===== config.mk =====
export PLATFORM = sky130hd
export DESIGN_NAME = blk2b_msgbuf
export DESIGN_NICKNAME = d
export VERILOG_FILES = /design/src/rtl/core/blk2b_pkg.sv /design/src/rtl/core/blk2b_msgbuf.sv
export SDC_FILE = /design/constraint.sdc
export NUM_CORES = 1
export LEC_CHECK = 0
export ABC_CLOCK_PERIOD_IN_PS = 17190
export BUFFER_PORTS_ARGS = -buffer_cell sky130_fd_sc_hd__buf_2
export CELL_PAD_IN_SITES_DETAIL_PLACEMENT = 1
export CELL_PAD_IN_SITES_GLOBAL_PLACEMENT = 1
export CORE_ASPECT_RATIO = 1.4
export CORE_UTILIZATION = 52
export CTS_BUF_LIST = sky130_fd_sc_hd__clkbuf_8
export DETAILED_ROUTE_END_ITERATION = 10
export GPL_TIMING_DRIVEN = 0
export HOLD_SLACK_MARGIN = 0.03
export PLACE_DENSITY_LB_ADDON = 0.1
export SYNTH_ARGS = -nofsm -noshare
export SYNTH_HDL_FRONTEND = slang
export SYNTH_SLANG_ARGS = --single-unit

===== constraint.sdc =====
create_clock -name clk -period 17.19 [get_ports clk]
set_input_delay 1.719 -clock clk [delete_from_list [all_inputs] [get_ports clk]]
set_output_delay 1.719 -clock clk [all_outputs]
set_load 0.005 [all_outputs]

===== src/rtl/core/blk2b_pkg.sv =====
`default_nettype none
// ----------------------------------------------------------------------------
// blk2b_pkg
// Shared types and constants of the BLAKE2b 8-byte digest core: the IV, the
// message schedule, the quarter-G step codes and the working column.
// ----------------------------------------------------------------------------
package blk2b_pkg;

    localparam int BUF_WORDS = 16;
    localparam int BUF_AW    = 4;
    localparam int ROUNDS    = 12;

    // parameter block word 0: digest length 8, key length 0, fanout 1, depth 1
    localparam logic [63:0] PARAM_WORD = 64'h0000_0000_0101_0008;

    localparam logic [63:0] IV [8] = '{
        64'h6A09E667F3BCC908, 64'hBB67AE8584CAA73B,
        64'h3C6EF372FE94F82B, 64'hA54FF53A5F1D36F1,
        64'h510E527FADE682D1, 64'h9B05688C2B3E6C1F,
        64'h1F83D9ABFB41BD6B, 64'h5BE0CD19137E2179
    };

    localparam logic [3:0] SIGMA [12][16] = '{
        '{4'd0, 4'd1, 4'd2, 4'd3, 4'd4, 4'd5, 4'd6, 4'd7,
          4'd8, 4'd9, 4'd10, 4'd11, 4'd12, 4'd13, 4'd14, 4'd15},
        '{4'd14, 4'd10, 4'd4, 4'd8, 4'd9, 4'd15, 4'd13, 4'd6,
          4'd1, 4'd12, 4'd0, 4'd2, 4'd11, 4'd7, 4'd5, 4'd3},
        '{4'd11, 4'd8, 4'd12, 4'd0, 4'd5, 4'd2, 4'd15, 4'd13,
          4'd10, 4'd14, 4'd3, 4'd6, 4'd7, 4'd1, 4'd9, 4'd4},
        '{4'd7, 4'd9, 4'd3, 4'd1, 4'd13, 4'd12, 4'd11, 4'd14,
          4'd2, 4'd6, 4'd5, 4'd10, 4'd4, 4'd0, 4'd15, 4'd8},
        '{4'd9, 4'd0, 4'd5, 4'd7, 4'd2, 4'd4, 4'd10, 4'd15,
          4'd14, 4'd1, 4'd11, 4'd12, 4'd6, 4'd8, 4'd3, 4'd13},
        '{4'd2, 4'd12, 4'd6, 4'd10, 4'd0, 4'd11, 4'd8, 4'd3,
          4'd4, 4'd13, 4'd7, 4'd5, 4'd15, 4'd14, 4'd1, 4'd9},
        '{4'd12, 4'd5, 4'd1, 4'd15, 4'd14, 4'd13, 4'd4, 4'd10,
          4'd0, 4'd7, 4'd6, 4'd3, 4'd9, 4'd2, 4'd8, 4'd11},
        '{4'd13, 4'd11, 4'd7, 4'd14, 4'd12, 4'd1, 4'd3, 4'd9,
          4'd5, 4'd0, 4'd15, 4'd4, 4'd8, 4'd6, 4'd2, 4'd10},
        '{4'd6, 4'd15, 4'd14, 4'd9, 4'd11, 4'd3, 4'd0, 4'd8,
          4'd12, 4'd2, 4'd13, 4'd7, 4'd1, 4'd4, 4'd10, 4'd5},
        '{4'd10, 4'd2, 4'd8, 4'd4, 4'd7, 4'd6, 4'd1, 4'd5,
          4'd15, 4'd11, 4'd9, 4'd14, 4'd3, 4'd12, 4'd13, 4'd0},
        '{4'd0, 4'd1, 4'd2, 4'd3, 4'd4, 4'd5, 4'd6, 4'd7,
          4'd8, 4'd9, 4'd10, 4'd11, 4'd12, 4'd13, 4'd14, 4'd15},
        '{4'd14, 4'd10, 4'd4, 4'd8, 4'd9, 4'd15, 4'd13, 4'd6,
          4'd1, 4'd12, 4'd0, 4'd2, 4'd11, 4'd7, 4'd5, 4'd3}
    };

    // quarter-G steps
    localparam logic [1:0] STEP_ADD_X = 2'd0;
    localparam logic [1:0] STEP_CB_24 = 2'd1;
    localparam logic [1:0] STEP_ADD_Y = 2'd2;
    localparam logic [1:0] STEP_CB_63 = 2'd3;

    typedef struct packed {
        logic [63:0] a;
        logic [63:0] b;
        logic [63:0] c;
        logic [63:0] d;
    } col_t;

endpackage
`default_nettype wire


===== src/rtl/core/blk2b_msgbuf.sv =====
`default_nettype none
// ----------------------------------------------------------------------------
// blk2b_msgbuf
// Message block buffer: sixteen 64-bit words, one write port and one read
// port with registered read data.
// ----------------------------------------------------------------------------
module blk2b_msgbuf (
    input  wire logic                         clk,
    input  wire logic                         wr_en,
    input  wire logic [blk2b_pkg::BUF_AW-1:0] wr_addr,
    input  wire logic [63:0]                  wr_data,
    input  wire logic [blk2b_pkg::BUF_AW-1:0] rd_addr,
    output logic [63:0]                       rd_data
);

    logic [63:0] mem [blk2b_pkg::BUF_WORDS];

    always_ff @(posedge clk)
    begin
        if (wr_en)
        begin
            mem[wr_addr] <= wr_data;
        end
        rd_data <= mem[rd_addr];
    end

endmodule
`default_nettype wire


==> reports/qor.csv <==
stage,metric,value,unit
global_routing,grt_max_degree,24,
cts,ctsResizeCount,0,
setup_path,crit_arrival,4060,ps
global_routing,grt_pass1_vias,20858,
synthesis,synth_top_family_by_area,multiplexers,
cts,cts_tree,done,
timing,relSlewSlack,7.012,%
synthesis,synth.avg_cell_area,24.03,µm²
cts,clock_sink_count,1088,
cts,cts_buffer_depth,3,
place,dp_hpwl,60160,µm
power,powerDensity,114.3,nW/µm²
die,design.die.area,77240,µm²
synthesis,synth_cells,1647,
setup_path,cp-start-kind,input pin,
setup_path,r2r_cells,3,
cts,cts_post_setup_buffers_inserted,0,
power,p_leak,15.03,nW
timing,worst_slew_pin_slew,1390,ps
global_routing,grt-ovfl-total,0,
final_layout,nNetsFinal,2091,
die,boundaryPins,138,
global_routing,grt_usage,25.68,%
min_path,min_path_cells,3,
setup_path,path_class,in2reg,
power,ir_worst_vdd,0.00007643,V
place,portBuffers,135,
cts,clk_pin_slew,60,ps
place,place_ws,13100,ps
die,start_util,52.54,%
die,coreArea,75340,µm²
synthesis,synth_warnings,0,
flow_run,max-cap-violations,0,
timing,hold_violations,0,
min_path,hp-class,reg2reg,
final_layout,area.growth.synth_to_final,15.60,%
power,p_total,5.228,mW
setup_path,ff2ff_setup_slack,15740,ps
cts,cts_made_buffers,161,
cts,cts_root_buf,clkbuf_8,
detailed_routing,detail_route.iter0.violations,1701,
detailed_routing,drt-total-wl,96620,µm
timing,finalSetupTns,0,ps
run_status,status,"finished, final reports clean",
synthesis,synth-xor-area-share,0,%
die,num_rows,119,
cts,insertion_delay,810,ps
setup_path,end_kind,register,
timing,skew,20.80,ps
synthesis,syn_nets,1721,
synthesis,synth_cell_types,18,
synthesis,netlist_area,39580,µm²
setup_path,cp_max_fo,10,
timing,rsz0062_at_grt,no,
detailed_routing,vias,18953,
timing,max_freq,300.1,MHz
synthesis,seq_area_frac_synth,80.92,%
final_layout,fillerInstances,6193,
cts,h-tree-depth,4,
detailed_routing,via_per_inst,6.077,
global_routing,grt_antenna_before_repair,10,
timing,setup_viol,0,
die,dieHeight,328.4,µm
timing,period_needed,3332,ps
global_routing,grt_pass1_wl,140600,µm
cts,ctsHoldBuffers,0,
timing,whs,661.7,ps
timing,drv_slew,0,
synthesis,ys_ff_latch,1088,
final_layout,drive_gt1_share,32.90,%
detailed_routing,wire_per_inst,30.98,µm
timing,finalCritPeriodShare,19.38,%
setup_path,required,17920,ps
timing,fin_ws,13860,ps
place,gp_congestion,0.7029,
synthesis,synthMuxAreaShare,14.57,%
die,die_w,235.2,µm
detailed_routing,drc,0,
detailed_routing,drt_pass1_iterations,5,
synthesis,synth_compound_area_share,2.428,%
detailed_routing,ant_nets,0,
synthesis,synth_adder_area_share,0,%
synthesis,synthSimpleGateAreaFrac,0.9420,%
power breakdown:
part	internal, mW	switching, mW
clock network	1.00	0.966
registers	2.97	0.0185
logic	0.113	0.164
routing by layer:
metal  global-route usage, %  up-vias  wire [µm]
met5                       0        -         66
met4                   8.267       10       2329
met3                   4.951      185       5631
met2                   44.10      721      50170
met1                   33.28    10204      38420
li1                        -     7833          -
cell usage after synthesis:
| cell type | n | area, µm² |
|---|---|---|
| a22oi_1 | 128 | 960.9 |
| and2_1 | 1 | 6.260 |
| buf_1 | 16 | 60.06 |
| buf_2 | 13 | 65.06 |
| buf_4 | 6 | 45.04 |
| buf_6 | 13 | 146.4 |
| clkbuf_1 | 36 | 135.1 |
| dfxtp_1 | 64 | 1281 |
| edfxtp_1 | 1024 | 30750 |
| mux4_2 | 256 | 5766 |
| nand2_1 | 65 | 244.0 |
| nand2b_1 | 2 | 12.51 |
| nand3_1 | 1 | 5.000 |
| nand3b_1 | 2 | 15.01 |
| nor2_1 | 13 | 48.80 |
| nor2b_1 | 2 | 12.51 |
| nor3_1 | 4 | 20.02 |
| or3b_2 | 1 | 8.760 |
critical path, cell delays in order:
cell and delay [ps]:
buf_2 120, nor2_1 1040, clkbuf_1 710, a22oi_1 250, nand2_1 210
logic make-up after synthesis:
| kind of cell | after synthesis |
|---|---|
| AND/OR/NAND/NOR | 91 |
| multiplexers | 256 |
| AO/OA/AOI/OAI | 128 |
| flip-flops | 1088 |
| buffers and inverters | 84 |
sequential cells by signal, indices dropped and copies added, names as in the netlist:
| name | count |
|---|---|
| rd_data | 64 |
| mem | 1024 |
final timing paths:
kind / startpoint / endpoint
setup / recovery: rd_addr[2] / rd_data[19]$_DFF_P_
setup reg to reg: mem[9][59]$_DFFE_PP_ / rd_data[59]$_DFF_P_
hold reg to reg: mem[15][7]$_DFFE_PP_ / rd_data[7]$_DFF_P_
hold / removal: mem[15][7]$_DFFE_PP_ / rd_data[7]$_DFF_P_
cells in the final DEF, fill, tap and decap left out, types with 6 or more instances in the layout:
| cell | count |
|---|---|
| clkinvlp_4 | 6 |
| edfxtp_1 | 1024 |
| clkinv_1 | 34 |
| buf_6 | 44 |
| inv_1 | 64 |
| dfxtp_1 | 64 |
| buf_2 | 148 |
| mux4_2 | 256 |
| buf_1 | 16 |
| nor2_4 | 12 |
| a22oi_1 | 128 |
| buf_12 | 33 |
| clkbuf_8 | 177 |
| clkbuf_1 | 36 |
| nand2_1 | 65 |
| buf_4 | 7 |
| clkinv_2 | 7 |
per-stage QoR:
step | std cells | utilization, % | instance area [µm²]
finish | 3119 | 60.73 | 45760
global route | 3115 | 60.72 | 45750
CTS | 3114 | 60.72 | 45740
detailed placement | 2822 | 56.73 | 42740
global placement | 2750 | 55.04 | 41470
floorplan | 1647 | - | 39580
cell type report:
type                    instances  area [µm²]  share of cell area [%]
flip-flops and latches       1088       32030                   70.00
multi-input cells             475        7209                   15.76
clock buffers                 177        2436                   5.324
repair buffers                207        1836                   4.012
well taps                     968        1211                   2.647
clock inverters               115       568.0                   1.241
plain buffers                  84       451.7                  0.9872
diodes                          5       12.51                 0.02735
Note: power is estimated with default switching activity, not from simulation.
